==> src/sv/hti_pkg.sv <==
`timescale 1ns / 1ps
// Package for the humidity and temperature interpolator: word types, register
// indexes, pipeline sizes and the divider step. No dependencies.
package hti_pkg;

   localparam int SampleBits = 16;
   localparam int DegBits    = 7;
   localparam int RemBits    = 16;
   localparam int DivBits    = 24;
   localparam int StepBits   = 2;
   localparam int DivStages  = DivBits / StepBits;
   // Difference, product and magnitude stages ahead of the divider.
   localparam int PipeStages = 3 + DivStages;
   localparam int CsrIdxBits = 3;

   typedef enum logic [CsrIdxBits-1:0] {
      CsrTempLowDeg  = 3'd0,
      CsrTempHighDeg = 3'd1,
      CsrTempLowRaw  = 3'd2,
      CsrTempHighRaw = 3'd3,
      CsrHumLowPct   = 3'd4,
      CsrHumHighPct  = 3'd5,
      CsrHumLowRaw   = 3'd6,
      CsrHumHighRaw  = 3'd7
   } hti_csr_type;

   typedef struct packed {
      logic signed [SampleBits-1:0] hum_sample;
      logic signed [SampleBits-1:0] temp_sample;
   } hti_req_type;

   typedef struct packed {
      logic signed [SampleBits-1:0] temp_deg;
      logic signed [SampleBits-1:0] hum_pct;
      logic [1:0]                   span_error;
   } hti_rsp_type;

   // Calibration of one channel.
   typedef struct packed {
      logic [DegBits-1:0]           pt0;
      logic [DegBits-1:0]           pt1;
      logic signed [SampleBits-1:0] raw0;
      logic signed [SampleBits-1:0] raw1;
   } hti_cal_type;

   // StepBits steps of restoring division. The accumulator holds the partial
   // remainder on top and the numerator bits, being replaced by quotient bits,
   // below.
   function automatic logic [RemBits+DivBits-1:0] div_step(
      input logic [RemBits+DivBits-1:0] acc,
      input logic [RemBits-1:0]         den
   );
      logic [RemBits:0]   trial;
      logic [RemBits-1:0] rem;
      logic [DivBits-1:0] nq;
      rem = acc[RemBits+DivBits-1:DivBits];
      nq  = acc[DivBits-1:0];
      for (int i = 0; i < StepBits; i++) begin
         trial = {rem, nq[DivBits-1]};
         nq    = {nq[DivBits-2:0], 1'b0};
         if (trial >= {1'b0, den}) begin
            trial = trial - {1'b0, den};
            nq[0] = 1'b1;
         end
         rem = trial[RemBits-1:0];
      end
      return {rem, nq};
   endfunction

endpackage

==> src/sv/humidity_temperature_interpolator.sv <==
`timescale 1ns / 1ps
// Humidity and temperature interpolator, top level: calibration registers,
// pipeline control and the result register. Uses hti_pkg and hti_chan.
//
// Usage:
//  The req channel takes one word holding a raw humidity and a raw temperature
//  sample. The rsp channel returns one word per request: temperature in degrees
//  and humidity in percent, each interpolated between two calibration points,
//  plus a flag per channel whose raw calibration span is zero (that result is 0).
//  Calibration is written through the csr port, one register per write. The user
//  must write it only while no words are in flight; the block does not enforce it.
//  From acceptance to rsp_valid a word passes the difference register, which
//  loads at acceptance, then the multiply and magnitude stages, twelve divider
//  stages of two quotient bits each, and the result register. Throughput is one
//  word per cycle while the receiver does not stall.
//  Each stage has its own valid bit; a stage takes new data when it is empty or
//  its successor moves, so bubbles close up. When the receiver stalls, the
//  result register holds and req_stall rises only once every stage is full.
//  Reset (synchronous) empties the pipeline and restores the calibration to
//  zero points with raw spans of one.
module humidity_temperature_interpolator (
   input  logic                                 clock,
   input  logic                                 reset,
   input  logic                                 req_valid,
   output logic                                 req_stall,
   input  hti_pkg::hti_req_type                 req_data,
   output logic                                 rsp_valid,
   input  logic                                 rsp_stall,
   output hti_pkg::hti_rsp_type                 rsp_data,
   input  logic                                 csr_we,
   input  logic [hti_pkg::CsrIdxBits-1:0]       csr_index,
   input  logic [hti_pkg::SampleBits-1:0]       csr_wdata
);
   import hti_pkg::*;

   hti_cal_type              temp_cal_ff;
   hti_cal_type              hum_cal_ff;

   logic [PipeStages:0]      valid_ff, valid_in;
   logic [PipeStages:0]      adv;

   logic [SampleBits-1:0]    temp_res, hum_res;
   logic                     temp_zero, hum_zero;
   hti_rsp_type              rsp_in, rsp_ff;

   always_ff @(posedge clock) begin
      if (reset) begin
         temp_cal_ff <= '{pt0: '0, pt1: '0, raw0: '0, raw1: SampleBits'(1)};
         hum_cal_ff  <= '{pt0: '0, pt1: '0, raw0: '0, raw1: SampleBits'(1)};
      end else if (csr_we) begin
         case (hti_csr_type'(csr_index))
            CsrTempLowDeg:  temp_cal_ff.pt0  <= csr_wdata[DegBits-1:0];
            CsrTempHighDeg: temp_cal_ff.pt1  <= csr_wdata[DegBits-1:0];
            CsrTempLowRaw:  temp_cal_ff.raw0 <= csr_wdata;
            CsrTempHighRaw: temp_cal_ff.raw1 <= csr_wdata;
            CsrHumLowPct:   hum_cal_ff.pt0   <= csr_wdata[DegBits-1:0];
            CsrHumHighPct:  hum_cal_ff.pt1   <= csr_wdata[DegBits-1:0];
            CsrHumLowRaw:   hum_cal_ff.raw0  <= csr_wdata;
            CsrHumHighRaw:  hum_cal_ff.raw1  <= csr_wdata;
            default: ;
         endcase
      end
   end

   // A stage may load when it is empty or when its contents move on.
   always_comb begin
      adv[PipeStages] = !valid_ff[PipeStages] || !rsp_stall;
      for (int i = PipeStages - 1; i >= 0; i--) begin
         adv[i] = !valid_ff[i] || adv[i+1];
      end
      valid_in = valid_ff;
      if (adv[0]) begin
         valid_in[0] = req_valid;
      end
      for (int i = 1; i <= PipeStages; i++) begin
         if (adv[i]) begin
            valid_in[i] = valid_ff[i-1];
         end
      end
   end

   always_ff @(posedge clock) begin
      if (reset) begin
         valid_ff <= '0;
      end else begin
         valid_ff <= valid_in;
      end
   end

   hti_chan u_temp (
      .clock     (clock),
      .sample    (req_data.temp_sample),
      .cal       (temp_cal_ff),
      .en        (adv[PipeStages-1:0]),
      .result    (temp_res),
      .span_zero (temp_zero)
   );

   hti_chan u_hum (
      .clock     (clock),
      .sample    (req_data.hum_sample),
      .cal       (hum_cal_ff),
      .en        (adv[PipeStages-1:0]),
      .result    (hum_res),
      .span_zero (hum_zero)
   );

   always_comb begin
      rsp_in.temp_deg   = temp_res;
      rsp_in.hum_pct    = hum_res;
      rsp_in.span_error = {hum_zero, temp_zero};
   end

   always_ff @(posedge clock) begin
      if (adv[PipeStages]) begin
         rsp_ff <= rsp_in;
      end
   end

   assign req_stall = !adv[0];
   assign rsp_valid = valid_ff[PipeStages];
   assign rsp_data  = rsp_ff;

endmodule

==> src/sv/hti_chan.sv <==
`timescale 1ns / 1ps
// Datapath of one interpolation channel: difference, product, magnitude and a
// pipelined restoring divider. Uses hti_pkg.
module hti_chan (
   input  logic                                 clock,
   input  logic signed [hti_pkg::SampleBits-1:0] sample,
   input  hti_pkg::hti_cal_type                 cal,
   input  logic [hti_pkg::PipeStages-1:0]       en,
   output logic [hti_pkg::SampleBits-1:0]       result,
   output logic                                 span_zero
);
   import hti_pkg::*;

   logic signed [SampleBits:0]   span;
   logic signed [SampleBits:0]   span_abs;
   logic [RemBits-1:0]           den;

   logic signed [SampleBits:0]   diff_in, diff_ff;
   logic signed [DegBits:0]      dpt_in, dpt_ff;
   logic signed [DivBits:0]      prod_in, prod_ff;
   logic signed [DivBits:0]      prod_abs;
   logic [DivBits-1:0]           mag_in, mag_ff;
   logic                         sign_in, sign_ff;

   logic [RemBits+DivBits-1:0]   acc_in [DivStages];
   logic [RemBits+DivBits-1:0]   acc_ff [DivStages];
   logic                         neg_in [DivStages];
   logic                         neg_ff [DivStages];

   logic [DivBits-1:0]           quot;
   logic [SampleBits-1:0]        q16;

   // Calibration must only change while the pipeline is empty (the user's rule, not enforced here); it is read live.
   assign span      = $signed({cal.raw1[SampleBits-1], cal.raw1})
                    - $signed({cal.raw0[SampleBits-1], cal.raw0});
   assign span_abs  = span[SampleBits] ? (SampleBits+1)'(-span) : span;
   assign den       = span_abs[RemBits-1:0];
   assign span_zero = (span == '0);

   always_comb begin
      diff_in  = $signed({sample[SampleBits-1], sample})
               - $signed({cal.raw0[SampleBits-1], cal.raw0});
      dpt_in   = $signed({1'b0, cal.pt1}) - $signed({1'b0, cal.pt0});
      prod_in  = diff_ff * dpt_ff;
      prod_abs = prod_ff[DivBits] ? (DivBits+1)'(-prod_ff) : prod_ff;
      mag_in   = prod_abs[DivBits-1:0];
      sign_in  = prod_ff[DivBits] ^ span[SampleBits];
   end

   always_ff @(posedge clock) begin
      if (en[0]) begin
         diff_ff <= diff_in;
         dpt_ff  <= dpt_in;
      end
      if (en[1]) begin
         prod_ff <= prod_in;
      end
      if (en[2]) begin
         mag_ff  <= mag_in;
         sign_ff <= sign_in;
      end
   end

   for (genvar k = 0; k < DivStages; k++) begin : g_div
      if (k == 0) begin : g_first
         assign acc_in[k] = div_step({{RemBits{1'b0}}, mag_ff}, den);
         assign neg_in[k] = sign_ff;
      end else begin : g_rest
         assign acc_in[k] = div_step(acc_ff[k-1], den);
         assign neg_in[k] = neg_ff[k-1];
      end
      always_ff @(posedge clock) begin
         if (en[3+k]) begin
            acc_ff[k] <= acc_in[k];
            neg_ff[k] <= neg_in[k];
         end
      end
   end

   always_comb begin
      quot   = acc_ff[DivStages-1][DivBits-1:0];
      q16    = neg_ff[DivStages-1] ? (~quot[SampleBits-1:0] + SampleBits'(1))
                                   : quot[SampleBits-1:0];
      result = span_zero ? '0 : (SampleBits'(cal.pt0) + q16);
   end

endmodule

==> config.mk <==
export PLATFORM = sky130hd
export DESIGN_NAME = humidity_temperature_interpolator
export DESIGN_NICKNAME = d
export VERILOG_FILES = /design/src/sv/hti_pkg.sv /design/src/sv/humidity_temperature_interpolator.sv /design/src/sv/hti_chan.sv
export SDC_FILE = /design/constraint.sdc
export NUM_CORES = 2
export LEC_CHECK = 0
export ABC_AREA = 1
export BUFFER_PORTS_ARGS = -buffer_cell sky130_fd_sc_hd__buf_2
export CELL_PAD_IN_SITES_DETAIL_PLACEMENT = 1
export CELL_PAD_IN_SITES_GLOBAL_PLACEMENT = 2
export CORE_MARGIN = 4
export CORE_UTILIZATION = 43
export DETAILED_ROUTE_END_ITERATION = 6
export MAX_ROUTING_LAYER = met4
export PLACE_DENSITY = 0.86
export SYNTH_ARGS = -nofsm -noshare
export SYNTH_HDL_FRONTEND = slang
export SYNTH_HIERARCHICAL = 1
export SYNTH_SLANG_ARGS = --single-unit
export TNS_END_PERCENT = 5
==> constraint.sdc <==
create_clock -name clock -period 29.7 [get_ports clock]
set_input_delay 5.94 -clock clock [delete_from_list [all_inputs] [get_ports clock]]
set_output_delay 5.94 -clock clock [all_outputs]
set_load 0.05 [all_outputs]
## After elaboration in Yosys (flattened, before gate mapping)

Memory sizes are Yosys's and may differ from the RTL's.
Cells that the tools add are included.

- Flip-flop bits (word level): 292
- Bits in writable memories: 984
- Input bits: 56
- Output and inout bits: 36
- Logic and storage cells: 335
- Memories: 4

Memory list:

| name | depth | width | read ports | clocked after memory_dff | wr ports | line | source |
|---|---|---|---|---|---|---|---|
| u_hum.acc_ff | 12 | 40 | 12 | 0 | 12 | hti_chan.sv:26 | `logic [RemBits+DivBits-1:0] acc_ff [DivStages];` |
| u_temp.acc_ff | 12 | 40 | 12 | 0 | 12 | hti_chan.sv:26 |  |
| u_hum.neg_ff | 12 | 1 | 12 | 0 | 12 | hti_chan.sv:28 | `logic neg_ff [DivStages];` |
| u_temp.neg_ff | 12 | 1 | 12 | 0 | 12 | hti_chan.sv:28 |  |

- Add/sub/neg operators: 62
- $mul: 2
- $lt $le $gt $ge: 48
- Eq/ne operators: 7
- Muxes and demuxes: 126
- Bitwise operators: 4
- Reductions and logical operators: 45

Operators by type and width:

| kind | count |
|---|---|
| two-way mux 16 bit | 52 |
| >= comparator 17 x 16 -> 1 bit | 46 |
| subtractor 16 bit | 46 |
| two-way mux 1 bit | 72 |
| subtractor 16 x 16 -> 17 bit | 4 |
| multiplier 17 x 8 -> 25 bit | 2 |
| two-way mux 24 bit | 2 |
| negator 24 bit | 2 |
| zero test 17 bit | 2 |
| adder 16 x 1 -> 16 bit (second input constant) | 2 |
| adder 7 x 16 -> 16 bit | 2 |
| >= comparator 1 x 16 -> 1 bit | 2 |
| negator 16 bit | 2 |
| NOT 16 bit | 2 |
| subtractor 1 x 16 -> 16 bit | 2 |
| zero test 1 bit | 18 |
| logical OR 1 bit | 16 |
| AND reduction 2 bit | 8 |
| subtractor 7 x 7 -> 8 bit | 2 |
| == test 3 bit (second input constant) | 4 |
| == test 3 x 2 -> 1 bit (second input constant) | 2 |
| == test 3 x 1 -> 1 bit (second input constant) | 1 |
| zero test 3 bit | 1 |
| bitwise XOR 1 bit | 2 |

## Depth between registers and ports, before layout

- Depth in word-level cells: 18
- Depth in mapped cells: 58
- Depth with buffers taken out: 56

## Cells and area by module

Netlist, hierarchy kept.

By module, submodules not included:

| module | times used | cells an instance | area an instance (um^2) | seq. area each (um^2) |
|---|---|---|---|---|
| hti_chan (u_temp) | 1 | 4,966 | 42,045.3 | 14,023.4 |
| hti_chan (u_hum) | 1 | 4,975 | 41,637.4 | 14,023.4 |
| humidity_temperature_interpolator | 1 | 528 | 4,872.2 | 3,183.1 |

## Worst setup path after synthesis

No wires, ideal clock.

- Path kind: input port to output port
- From: in rsp_stall
- To: out req_stall
- Arrival: 11.392 ns
- Data required time: 23.760 ns
- Path slack: 12.368 ns
- Stages on the path: 10
- Path buffers: 0
- Cells stage by stage: nand2_2 > nor2_4 > nand4_4 > nor2_4 > nand4_4 > nor2_4 > nand4_4 > nor2_4 > nand3_2 > inv_1

- Word-level cells in the longest chain between the ends: 18

Ends and longest elaborated chain:

| what | line | source |
|---|---|---|
| start: declaration | humidity_temperature_interpolator.sv:28 | `input logic rsp_stall,` |
| zero test 1 bit | humidity_temperature_interpolator.sv:67 | `adv[PipeStages] = !valid_ff[PipeStages] \|\| !rsp_stall;` |
| logical OR 1 bit | humidity_temperature_interpolator.sv:67 |  |
| logical OR 1 bit (4 in a row) | humidity_temperature_interpolator.sv:69 | `adv[i] = !valid_ff[i] \|\| adv[i+1];` |
| net adv[11] | humidity_temperature_interpolator.sv:40 | `logic [PipeStages:0] adv;` |
| logical OR 1 bit (4 in a row) | humidity_temperature_interpolator.sv:69 |  |
| net adv[7] | humidity_temperature_interpolator.sv:40 |  |
| logical OR 1 bit (4 in a row) | humidity_temperature_interpolator.sv:69 |  |
| net adv[3] | humidity_temperature_interpolator.sv:40 |  |
| logical OR 1 bit (3 in a row) | humidity_temperature_interpolator.sv:69 |  |
| net adv[0] | humidity_temperature_interpolator.sv:40 |  |
| zero test 1 bit | humidity_temperature_interpolator.sv:120 | `assign req_stall = !adv[0];` |
| end: declaration | humidity_temperature_interpolator.sv:25 | `output logic req_stall,` |

The timed path passes the listed nets, and every way through them passes these cells.

## Worst setup path in the final report

- From: in rsp_stall
- To: out req_stall

- Word-level cells in the longest chain between the ends: 18

Ends and longest elaborated chain:

| what | line |
|---|---|
| zero test 1 bit | humidity_temperature_interpolator.sv:67 |
| logical OR 1 bit | humidity_temperature_interpolator.sv:67 |
| net adv[15] | humidity_temperature_interpolator.sv:40 |
| logical OR 1 bit (4 in a row) | humidity_temperature_interpolator.sv:69 |
| net adv[11] | humidity_temperature_interpolator.sv:40 |
| logical OR 1 bit (4 in a row) | humidity_temperature_interpolator.sv:69 |
| net adv[7] | humidity_temperature_interpolator.sv:40 |
| logical OR 1 bit (4 in a row) | humidity_temperature_interpolator.sv:69 |
| net adv[3] | humidity_temperature_interpolator.sv:40 |
| logical OR 1 bit (3 in a row) | humidity_temperature_interpolator.sv:69 |
| net adv[0] | humidity_temperature_interpolator.sv:40 |
| zero test 1 bit | humidity_temperature_interpolator.sv:120 |

The timed path passes the listed nets, and every way through them passes these cells.

==> results.md <==
- Total global routing overflow: 0
- I/O pin total: ~90
- Clk buf depth: 3
- Reg clk slew, reported paths: approximately 60 ps
- Ys async rst share: 0
- Tot GR Track Use: 0.263
- Layout cells sized above 1: 0.0694
- Final setup TNS: 0 ps
- Vias per cell: roughly 5.4
- Routed WL: between 200,000 and 300,000 um
- Clock root cell: clkbuf_16
- Die width: 462 um
- Worst Tran Pin Value: approximately 1200 ps
- Gpl congestion: approximately 0.87
- Residual DRC: 0
- Area Growth Syn to Fin: 8.85%
- Vias in the first global route: roughly 76k
- Count of cell types in the netlist: between 80 and 90
- Commonest cells in the netlist: nand2_1, inv_1, edfxtp_1, ha_1, a21oi_1
- RSZ-0062 raised after global routing: false
- Global-route wire length before repair: ~430,000 um
- R2R cell count: 52
- Peak Freq: 0.0651 GHz
- Final Cell Area: 96,400 um^2
- Placed cell areas: between 90,000 and 100,000 um^2
- Initial DRC count: about 4.8k
- Die Y-Extent: approximately 460 um
- Site Rows: ~170
- Kind of critical path: in -> out
- CTS Sinks: 1,076
- FF-to-FF Start: hum_cal_ff[0]
- Post-synth EDFFs: approximately 970
- Fin crit share: 0.517
- Post-route minimum period: 15,350 ps
- YS warnings: 6
- Worst-skew pair later-pin latency: ~800 ps
- Largest net degree at the start of global routing: 81
- H-tree depth: 4
- Top post-synthesis cells by area: edfxtp_1, ha_1, nand2_1, fa_1, inv_1
- Main synth FF type: edfxtp_1
- HP Start: u_temp/acc_ff[2][6]
- Quantity of I/O buffers inserted on ports: 91
- Total die area: around 210,000 um^2
- HPWL Detailed: just over 200,000 um
- Synth top area share: 0.328
- Avg Cell Area, Syn: around 8.5 um^2
- # setup viols final: 0
- Max Cap Viol: 0
- Slew Viols, Final: 0
- Reg-to-Reg End: u_hum/acc_ff[1][114]
- Yosys top cell by area: edfxtp_1
- Wire per inst: around 21 um
- CTS tree: done
- Final clock skew: ~44 ps
- Final Hold Fails: 0
- DR vias: 72.4k
- Hold depth: 0
- CP max FO: between 60 and 70
- Initial Utilization: 0.432
- Core Region: approximately 200,000 um^2
- Most numerous cell in the Yosys netlist: nand2_1
- Syn nets: between 10k and 15k
- Initial antenna violation count: 20
- Post-CTS Hold Fix Bufs: 0
- CP arrival: approximately 9400 ps
- Status: finished clean
- Critical Path RT: between 20,000 and 25,000 ps
- Min-Delay Endpoint: u_temp/acc_ff[2][48]
- Mapped Area: slightly below 90,000 um^2
- Yosys reg bits: about 1.1k
- Antenna Nets Post-Route: 0
- Register area share after synthesis: 0.353
- Slew headroom: 0.191
- Post-Syn Instances: roughly 10k
- WHS: slightly below 400 ps
- Post-cts resize count: 0
- Worst Setup Start Kind: primary input
- Drt pass-1 iters: 5
- Hold Path Class: reg -> reg
- Post-CTS setup buffers: 0
- CTS buffer count: between 100 and 150
- Final net count: approximately 12k
- CP Capture Type: output pin
- Worst reg-to-reg setup slack: 20,000 ps
flip-flops by register name, summed over array words and instances (netlist names):
name / cells
u_hum/sign_ff: 1
u_temp/mag_ff: 24
u_temp/prod_ff: 25
valid_ff: 16
u_hum/dpt_ff: 8
rsp_data: 34
u_temp/diff_ff: 17
u_temp/sign_ff: 1
hum_cal_ff: 46
temp_cal_ff: 46
u_hum/mag_ff: 24
u_hum/diff_ff: 17
u_hum/acc_ff: 380
u_hum/neg_ff: 12
u_temp/neg_ff: 12
u_temp/dpt_ff: 8
u_temp/acc_ff: 380
u_hum/prod_ff: 25
worst max path at each step:
stage | startpoint | end | slack (ps) | depth (start not counted)
3_3_place_gp | rsp_stall | req_stall | 14440 | 14
2_1_floorplan | rsp_stall | req_stall | 12370 | 10
3_5_place_dp | rsp_stall | req_stall | 14220 | 14
5_1_grt | rsp_stall | req_stall | 14020 | 14
6_report | rsp_stall | req_stall | 14350 | 14
4_1_cts | rsp_stall | req_stall | 14190 | 14
cell families after synthesis:
kind of cell,after synthesis,share of synthesized area
AND/OR/NAND/NOR,4276,0.215
buffers and inverters,1639,0.0734
AO/OA/AOI/OAI,1557,0.0979
adder cells (fa/ha/maj),1138,0.184
flip-flops,1076,0.353
XOR/XNOR,772,0.0764
multiplexers,11,0.00140
cells in the final DEF, fill, tap and decap left out, types with 13 or more instances in the layout:
cell       netlist  layout
clkbuf_16        0     135
edfxtp_1       968     968
a211oi_1        16      16
dfxtp_1        108     108
clkinv_2         0      24
o211ai_1        17      17
or2_2           39      39
nand2_1       2316    2312
nor4_1          37      37
o21bai_1        87      87
nor3_1          96      96
clkbuf_1       120      16
a21oi_1        778     778
nor2_2          14      14
ha_1           868     868
clkinv_1         7      22
inv_1         1368    1361
a21o_1          30      30
o21ai_2         20      20
buf_4           11      65
xnor2_1        284     282
nand2_4         36      39
nand3_1        680     680
buf_2           43      91
nand2_2         93      94
a221o_1         16      16
xor2_4           0      14
fa_1           270     270
nand3_2         38      38
nand4_1        115     115
bufinv_16        0      13
nor3b_1         14      14
o21ai_0        469     467
nand3b_1        38      38
xor2_1         487     473
nor2_1         692     692
inv_2           34      40
o21ai_1         36      36
and2_1          19      19
per-stage QoR:
stage                     cells  worst slack (ps)   util
after floorplan           10469             12370      -
after global placement    13085             14440  0.449
after detailed placement  13085             14220  0.449
after CTS                 13322             14190  0.471
after global routing      13329             14020  0.471
final                     13332             14350  0.471
area by class of cell:
type,instances,area [um^2]
clock inverters,81,866
clock buffers,156,3510
well taps,2688,3360
diodes,10,25.0
repair buffers,156,943
flip-flops and latches,1076,31200
multi-input cells,7754,51200
inverters,1411,5300
fillers,24191,108000
layer usage:
layer  wire (um)  GRT usage  share of wire
met5           0          -              0
met4        6900     0.0681          0.025
met2      130000      0.433           0.47
met1      127000      0.348           0.46
met3       10600     0.0267          0.039
critical path: stages:
cell     delay [ps]
buf_2            80
nand2_2          40
buf_4           290
nor2_4          190
nand4_4         130
nor2_4          200
nand4_4          90
buf_4           410
nor2_4          270
nand4_4         710
nor2_4          420
nand3_2         170
inv_1           130
buf_2           280
Power is left out: the tool's default activity adds up to more than one toggle a clock period on the data nets, which glitch-free logic cannot reach.
